**src/sorted_table_binary_search_macros.svh**
```systemverilog
// assertion macros for the sorted table search block
`ifndef SORTED_TABLE_BINARY_SEARCH_MACROS_SVH
`define SORTED_TABLE_BINARY_SEARCH_MACROS_SVH

// property checked on every clock edge outside reset
`define STBS_ASSERT(label, prop, msg) \
  label: assert property (@(posedge clk) disable iff (rst) (prop)) else $error(msg);

// condition in one cycle implies a consequence in the next
`define STBS_ASSERT_NEXT(label, ante, cons, msg) \
  label: assert property (@(posedge clk) disable iff (rst) (ante) |=> (cons)) else $error(msg);

`endif

```
**src/stbs_pkg.sv**
```systemverilog
package stbs_pkg;

  localparam int TABLE_DEPTH = 128;
  localparam int IDX_W       = $clog2(TABLE_DEPTH);
  localparam int CNT_W       = $clog2(TABLE_DEPTH + 1);
  localparam int KEY_W       = 32;
  localparam int POS_W       = 8;
  localparam int RIDX_W      = 7;
  // wide enough for position and count plus one
  localparam int CMP_W       = ((CNT_W > POS_W) ? CNT_W : POS_W) + 1;
  // signed search bounds, high may reach -1 and low may reach 128
  localparam int SIDX_W      = RIDX_W + 2;

  localparam logic OP_INSERT = 1'b0;
  localparam logic OP_FIND   = 1'b1;

  typedef enum logic [1:0] {
    STATUS_OK        = 2'd0,
    STATUS_BAD_POS   = 2'd1,
    STATUS_FULL      = 2'd2,
    STATUS_NOT_FOUND = 2'd3
  } status_t;

  typedef enum logic [2:0] {
    ST_IDLE,
    ST_SHIFT,
    ST_KEY_WR,
    ST_PROBE,
    ST_COMPARE,
    ST_FINISH
  } state_t;

endpackage

```
**src/stbs_ram.sv**
```systemverilog
module stbs_ram #(
  parameter int WIDTH = 32,
  parameter int DEPTH = 128
) (
  input  logic                     clk,
  input  logic                     we,
  input  logic [$clog2(DEPTH)-1:0] waddr,
  input  logic [WIDTH-1:0]         wdata,
  input  logic [$clog2(DEPTH)-1:0] raddr,
  output logic [WIDTH-1:0]         rdata
);

  logic [WIDTH-1:0] mem [DEPTH];

  always_ff @(posedge clk) begin
    if (we) begin
      mem[waddr] <= wdata;
    end
    rdata <= mem[raddr];
  end

endmodule

```
**src/sorted_table_binary_search.sv**
```systemverilog
// insert: entries from the position up move one place, one entry moved per cycle by
//   the table port pair, then the key is written; a rejected insert or empty range
//   goes straight to the result; a search alternates probe and compare until a match
//   or low passes high. One item at a time, next accept in the cycle after out_load
// reset: rst (synchronous) clears the fill count, sequencer and output valid;
//   table contents are not cleared and there is no clearing pass
`include "sorted_table_binary_search_macros.svh"

module sorted_table_binary_search import stbs_pkg::*; (
  input  logic                     clk,
  input  logic                     rst,
  input  logic                     in_valid,
  output logic                     in_ready,
  input  logic                     operation,
  input  logic [POS_W-1:0]         position,
  input  logic signed [KEY_W-1:0]  key,
  input  logic [RIDX_W-1:0]        low_index,
  input  logic [RIDX_W-1:0]        high_index,
  output logic                     out_valid,
  input  logic                     out_ready,
  output logic [1:0]               status,
  output logic                     found,
  output logic [RIDX_W-1:0]        match_index
);

  // sequencer
  state_t state, state_next;

  // stored state
  logic [CNT_W-1:0] entry_count;

  // item registers
  logic [KEY_W-1:0]         op_key;
  logic [POS_W-1:0]         ins_pos;
  logic [IDX_W-1:0]         shift_addr;   // write target of the next move
  logic [IDX_W-1:0]         wr_addr;      // write target of the move in flight
  logic                     mv_pend;      // a read for a move was issued last cycle
  logic signed [SIDX_W-1:0] lo;
  logic signed [SIDX_W-1:0] hi;
  logic [RIDX_W-1:0]        probe_idx;
  logic                     probe_in_tbl;

  // result being built, and the output register
  status_t           res_status;
  logic              res_found;
  logic [RIDX_W-1:0] res_index;
  status_t           out_status;
  logic              out_found;
  logic [RIDX_W-1:0] out_index;

  // memory port
  logic             ram_we;
  logic [IDX_W-1:0] ram_waddr;
  logic [KEY_W-1:0] ram_wdata;
  logic [IDX_W-1:0] ram_raddr;
  logic [KEY_W-1:0] ram_rdata;

  logic in_accept;
  logic out_free;
  logic out_load;

  // insert checks, taken at accept
  logic [CMP_W-1:0] pos_ext;
  logic [CMP_W-1:0] cnt_ext;
  logic             bad_pos;
  logic             is_full;
  logic             range_empty;

  // shift and search helpers
  logic              move_left;
  logic [SIDX_W-1:0] bound_sum;
  logic [RIDX_W-1:0] mid;
  logic              mid_in_tbl;
  logic              search_done;
  logic [KEY_W-1:0]  probe_key;
  logic              key_eq;
  logic              key_lt;

  stbs_ram #(
    .WIDTH (KEY_W),
    .DEPTH (TABLE_DEPTH)
  ) u_table (
    .clk   (clk),
    .we    (ram_we),
    .waddr (ram_waddr),
    .wdata (ram_wdata),
    .raddr (ram_raddr),
    .rdata (ram_rdata)
  );

  assign in_accept = in_valid && in_ready;
  assign out_free  = !out_valid || out_ready;

  // position must lie in 1 .. count + 1, checked before capacity
  assign pos_ext     = CMP_W'(position);
  assign cnt_ext     = CMP_W'(entry_count);
  assign bad_pos     = (position == '0) || (pos_ext > (cnt_ext + CMP_W'(1)));
  assign is_full     = entry_count >= CNT_W'(TABLE_DEPTH);
  assign range_empty = low_index > high_index;

  // moves remain while the target index is at or above the insert position
  assign move_left = CMP_W'(shift_addr) >= CMP_W'(ins_pos);

  // bounds are non-negative whenever a probe is issued, so halving is a shift
  assign bound_sum   = lo + hi;
  assign mid         = bound_sum[RIDX_W:1];
  assign mid_in_tbl  = 32'(mid) < 32'(TABLE_DEPTH);
  assign search_done = lo > hi;

  // comparator: an index beyond the table reads as zero
  assign probe_key = probe_in_tbl ? ram_rdata : '0;
  assign key_eq    = probe_key == op_key;
  assign key_lt    = $signed(probe_key) < $signed(op_key);

  // next state
  always_comb begin
    state_next = state;
    unique case (state)
      ST_IDLE: begin
        if (in_valid) begin
          if (operation == OP_FIND) begin
            state_next = range_empty ? ST_FINISH : ST_PROBE;
          end else begin
            state_next = (bad_pos || is_full) ? ST_FINISH : ST_SHIFT;
          end
        end
      end
      ST_SHIFT: begin
        // the last pending move write lands in this cycle
        if (!move_left) begin
          state_next = ST_KEY_WR;
        end
      end
      ST_KEY_WR: begin
        state_next = ST_FINISH;
      end
      ST_PROBE: begin
        state_next = search_done ? ST_FINISH : ST_COMPARE;
      end
      ST_COMPARE: begin
        state_next = key_eq ? ST_FINISH : ST_PROBE;
      end
      ST_FINISH: begin
        if (out_free) begin
          state_next = ST_IDLE;
        end
      end
      default: begin
        state_next = ST_IDLE;
      end
    endcase
  end

  // sequencer outputs
  always_comb begin
    in_ready  = 1'b0;
    out_load  = 1'b0;
    ram_we    = 1'b0;
    ram_waddr = wr_addr;
    ram_wdata = ram_rdata;
    ram_raddr = shift_addr - IDX_W'(1);
    unique case (state)
      ST_IDLE: begin
        in_ready = 1'b1;
      end
      ST_SHIFT: begin
        // read entry k-1 while writing the entry read last cycle one place up
        ram_raddr = shift_addr - IDX_W'(1);
        ram_we    = mv_pend;
        ram_waddr = wr_addr;
        ram_wdata = ram_rdata;
      end
      ST_KEY_WR: begin
        ram_we    = 1'b1;
        ram_waddr = IDX_W'(ins_pos - POS_W'(1));
        ram_wdata = op_key;
      end
      ST_PROBE: begin
        ram_raddr = IDX_W'(mid);
      end
      ST_COMPARE: begin
        ram_we = 1'b0;
      end
      ST_FINISH: begin
        out_load = out_free;
      end
      default: begin
        in_ready = 1'b0;
      end
    endcase
  end

  // control registers
  always_ff @(posedge clk) begin
    if (rst) begin
      state       <= ST_IDLE;
      entry_count <= '0;
      mv_pend     <= 1'b0;
      out_valid   <= 1'b0;
    end else begin
      state <= state_next;
      if (state == ST_KEY_WR) begin
        entry_count <= entry_count + CNT_W'(1);
      end
      if (in_accept) begin
        mv_pend <= 1'b0;
      end else if (state == ST_SHIFT) begin
        mv_pend <= move_left;
      end
      if (out_load) begin
        out_valid <= 1'b1;
      end else if (out_ready) begin
        out_valid <= 1'b0;
      end
    end
  end

  // datapath registers
  always_ff @(posedge clk) begin
    if (in_accept) begin
      op_key     <= key;
      ins_pos    <= position;
      shift_addr <= IDX_W'(entry_count);
      lo         <= SIDX_W'(low_index);
      hi         <= SIDX_W'(high_index);
      res_found  <= 1'b0;
      res_index  <= '0;
      if (operation == OP_FIND) begin
        res_status <= STATUS_NOT_FOUND;
      end else if (bad_pos) begin
        res_status <= STATUS_BAD_POS;
      end else if (is_full) begin
        res_status <= STATUS_FULL;
      end else begin
        res_status <= STATUS_OK;
      end
    end
    if (state == ST_SHIFT && move_left) begin
      wr_addr    <= shift_addr;
      shift_addr <= shift_addr - IDX_W'(1);
    end
    if (state == ST_PROBE) begin
      probe_idx    <= mid;
      probe_in_tbl <= mid_in_tbl;
    end
    if (state == ST_COMPARE) begin
      if (key_eq) begin
        res_status <= STATUS_OK;
        res_found  <= 1'b1;
        res_index  <= probe_idx;
      end else if (key_lt) begin
        lo <= SIDX_W'(probe_idx) + SIDX_W'(1);
      end else begin
        hi <= SIDX_W'(probe_idx) - SIDX_W'(1);
      end
    end
    if (out_load) begin
      out_status <= res_status;
      out_found  <= res_found;
      out_index  <= res_index;
    end
  end

  assign status      = out_status;
  assign found       = out_found;
  assign match_index = out_index;

  // checks
  `STBS_ASSERT(a_count_bound, entry_count <= CNT_W'(TABLE_DEPTH), "fill count above depth")
  `STBS_ASSERT_NEXT(a_busy_after_accept, in_accept, !in_ready, "ready right after accept")
  `STBS_ASSERT(a_no_write_in_search, !((state == ST_PROBE || state == ST_COMPARE) && ram_we),
    "table written during search")
  `STBS_ASSERT(a_found_ok, !(out_valid && found) || (status == STATUS_OK),
    "found flag with bad status")

endmodule

```
**config.mk**
```make
export PLATFORM = sky130hd
export DESIGN_NAME = sorted_table_binary_search
export DESIGN_NICKNAME = d
export VERILOG_FILES = /design/src/stbs_pkg.sv /design/src/stbs_ram.sv /design/src/sorted_table_binary_search.sv
export VERILOG_INCLUDE_DIRS = /design/src /design/src/src
export SDC_FILE = /design/constraint.sdc
export NUM_CORES = 2
export LEC_CHECK = 0
export BUFFER_PORTS_ARGS = -buffer_cell sky130_fd_sc_hd__buf_2
export CAP_MARGIN = 5
export CORE_MARGIN = 4
export CORE_UTILIZATION = 25
export DETAILED_ROUTE_END_ITERATION = 7
export PLACE_DENSITY = 0.38
export SYNTH_ARGS = -nofsm -noshare
export SYNTH_HDL_FRONTEND = slang
export SYNTH_SLANG_ARGS = --single-unit
```
**constraint.sdc**
```tcl
create_clock -name clk -period 15.35 [get_ports clk]
set_clock_uncertainty 0.15 [all_clocks]
set_input_delay 1.535 -clock clk [delete_from_list [all_inputs] [get_ports clk]]
set_output_delay 1.535 -clock clk [all_outputs]
set_load 0.005 [all_outputs]
```
==> out/metrics.cfg <==
[route]
drc = 0
antenna_left = 0
drt_wl_total_microns = 557000
vias_per_cell = 4.80
num_vias = 82700
initialDrtViolationCount = 8497
dr.pass1.iters = 5
wl_per_cell_microns = 32.4

[logic_synthesis]
seq_area_frac_synth_pct = 77.6
synth.avg_cell_area_sq_um = 21.1
synth_cell_type_count = 68
synthArstFlopShare_pct = 0
yosys-top-cells-area = edfxtp_1, mux4_2, nand2_1
synth.yosys.warnings = 0
ys.flop_type = edfxtp_1
synth_top_area_share_pct = 76.7
synth.largest_area_cell = edfxtp_1
synth_seq_cells = 4240
synthesis.nets = 7848
synthCells = 7712
syn-cell-area_sq_um = 163000
synth_edf_count = 4167

[critical_path]
path_cells = ha_1 > fa_1 > nor2_1 > a21oi_4 > buf_4 > buf_4 > buf_4 > buf_4 > mux4_2 > nand2_1 > and3_1 > a31oi_1 > o221ai_1 > buf_4 > nor3_2
reg2reg_depth = 15
cp-start-kind = flip-flop
critPathCapture = u_table.rdata[22]
crit_path_frequent_cell = buf_4
cp.required_ns = 16.11
cp-end-kind = flip-flop
worst-path-max-fanout = 52
rr_startpoint = lo[0]
critical_path_arrival_ns = 7.47
path_buf_inv = 5
reg2reg_slack_ns = 8.65
critPathKind = flip-flop to flip-flop
cp.depth = 15
critPathTopFamily = buffers and inverters
slowest_stage = buf_4
cp-startpoint = lo[0]
r2r-end = u_table.rdata[22]
max_stage_delay_ns = 0.80

[sta]
maxClockFrequency_mhz = 149
fin_crit_sh_pct = 43.7
maxSlewViolCount = 0
layout_min_cycle_time_ns = 6.70
worstMarginPinSlew_ns = 1.35
fin_tns_setup_ns = 0
grt_setup_unrepaired = no
fin_ws_ns = 8.65
relSlewSlack_pct = 8.95
finalSetupViolCount = 0
hold_viol_final = 0

[die]
core_sq_um = 650000
io_pins = 71
initial_core_util_pct = 25.1
dieArea_sq_um = 665000
num_rows = 296
die_y_microns = 816
die_w_microns = 816

[final_layout]
finalNetCount = 8299
area_delta_synth_final_pct = 17.4
layout_common_cells = edfxtp_1, mux4_2, nand2_1
final_common_cell = edfxtp_1
fillers = 63200
multi_input_area_sq_um = 35800
sequential_cell_area_sq_um = 127000
final_core_util_pct = 29.5
layout-drive-gt1-share_pct = 27.6

[clocking]
cts_tree = done
post_cts.repair.setup_buffers = 0
clockBufferDepth = 4
cts_hold_buf = 0
cts_root_buf = clkbuf_16
ctsResizeCount = 0
cts_made_buffers = 463
path_clk_slew_ns = 0.06
numClockSinks = 4240
clkLatencyLatePin_ns = 1.04
h-tree-depth = 5

[worst_hold_path]
hp-class = flip-flop to flip-flop

[global_routing]
grt_overflow = 0
grt_max_degree = 97
grt_pass1_vias = 85100
grt_usage_pct = 16.3
grt_pass1_wl_microns = 754000
antenna_found_initial = 28

[placed_design]
post-place-ws_ns = 8.61
dp_hpwl_microns = 309000
globalplace.congestion = 0.751
port_buffers = 70

[status]
status = finished clean

[job]
drv_cap = 0

[power]
p_leak_uw = 0.0586
irDropWorstVdd_mv = 0.240
p_per_area_nw_per_um2 = 240

[final cells by class]
cell class	count	area share (%)
tap	8642	5.65
sequential	4240	66.1
timing repair buffer	407	1.62
antenna	12	0.0157
clock inverter	265	1.32
inverter	74	0.148
multi-input combinational	2977	18.7
clock buffer	592	6.46
[cells by family after synthesis]
kind of cell / count (synthesis) / share of synthesized area (%)
buffers and inverters: 495 / 1.58
muxes: 1047 / 14.3
xor gates and xnor gates: 35 / 0.188
adders and majority gates: 77 / 0.595
AOI/OAI and AO/OA: 600 / 2.37
DFF: 4240 / 77.6
and+or+nand+nor: 1218 / 3.37
[state kept, by name (all words and copies together) (netlist names)]
name / flops
res_found: 1
out_valid: 1
u_table.rdata: 32
op_key: 32
hi: 9
u_table.mem: 4096
found: 1
match_index: 7
lo: 9
entry_count: 8
res_status: 2
wr_addr: 7
status: 2
state: 3
probe_idx: 7
ins_pos: 8
res_index: 7
mv_pend: 1
shift_addr: 7
[metrics by stage]
stage / instances / instance area, sq um / hold slack, ns / power (uW)
6_report: 17200 / 192000 / 0.287 / 45900
5_1_grt: 17200 / 191000 / 0.295 / 48000
2_1_floorplan: 7712 / 163000 / 0.258 / 27500
3_5_place_dp: 16300 / 177000 / 0.274 / 35700
4_1_cts: 17200 / 191000 / 0.287 / 46800
3_3_place_gp: 16300 / 176000 / 0.270 / 35400
[worst min-delay path: cells and delay by family (launching register included)]
family / cells / cell delay [ns]
and+or+nand+nor: 2 / 0.08
DFF: 1 / 0.31
[report_power, final]
group	total [uW]	switching [uW]	internal [uW]
clock	11000	4710	6280
combinational	19300	13100	6210
sequential	15700	209	15500
[Yosys cell counts, types with 7 or more instances]
| cell type | instances |
|---|---|
| a21o_1 | 50 |
| mux4_2 | 1024 |
| buf_6 | 55 |
| a211oi_1 | 7 |
| clkbuf_1 | 236 |
| and3_1 | 98 |
| a31oi_1 | 98 |
| nor3_2 | 25 |
| dfxtp_1 | 73 |
| a21oi_1 | 30 |
| o21ai_0 | 66 |
| o22ai_1 | 284 |
| mux2i_1 | 19 |
| xnor2_1 | 22 |
| buf_4 | 56 |
| nor3_1 | 23 |
| buf_2 | 37 |
| ha_1 | 76 |
| o221ai_1 | 32 |
| xor2_1 | 13 |
| nor2b_1 | 15 |
| nand4_1 | 9 |
| inv_1 | 72 |
| buf_1 | 27 |
| nand3_1 | 84 |
| edfxtp_1 | 4167 |
| nand2_1 | 633 |
| nand2b_1 | 13 |
| nor4_1 | 69 |
| nor2_1 | 219 |
[how the worst min path moves through the flow]
| stage | from | endpoint | cells past startpoint |
|---|---|---|---|
| floorplan | res_index[0] | match_index[0] | 0 |
| finish | lo[8] | lo[8] | 2 |
| CTS | lo[8] | lo[8] | 2 |
| global placement | res_status[1] | status[1] | 0 |
| global route | res_index[2] | match_index[2] | 0 |
| detailed placement | res_status[1] | status[1] | 0 |
[routing by layer]
metal	GRT usage [%]	wire, microns	up-vias
met3	2.28	30700	630
li1	-	-	33100
met2	26.9	266000	2405
met5	0	14	-
met1	22.8	247000	46500
met4	3.68	12900	2
Note: power is estimated with default switching activity, not from simulation.
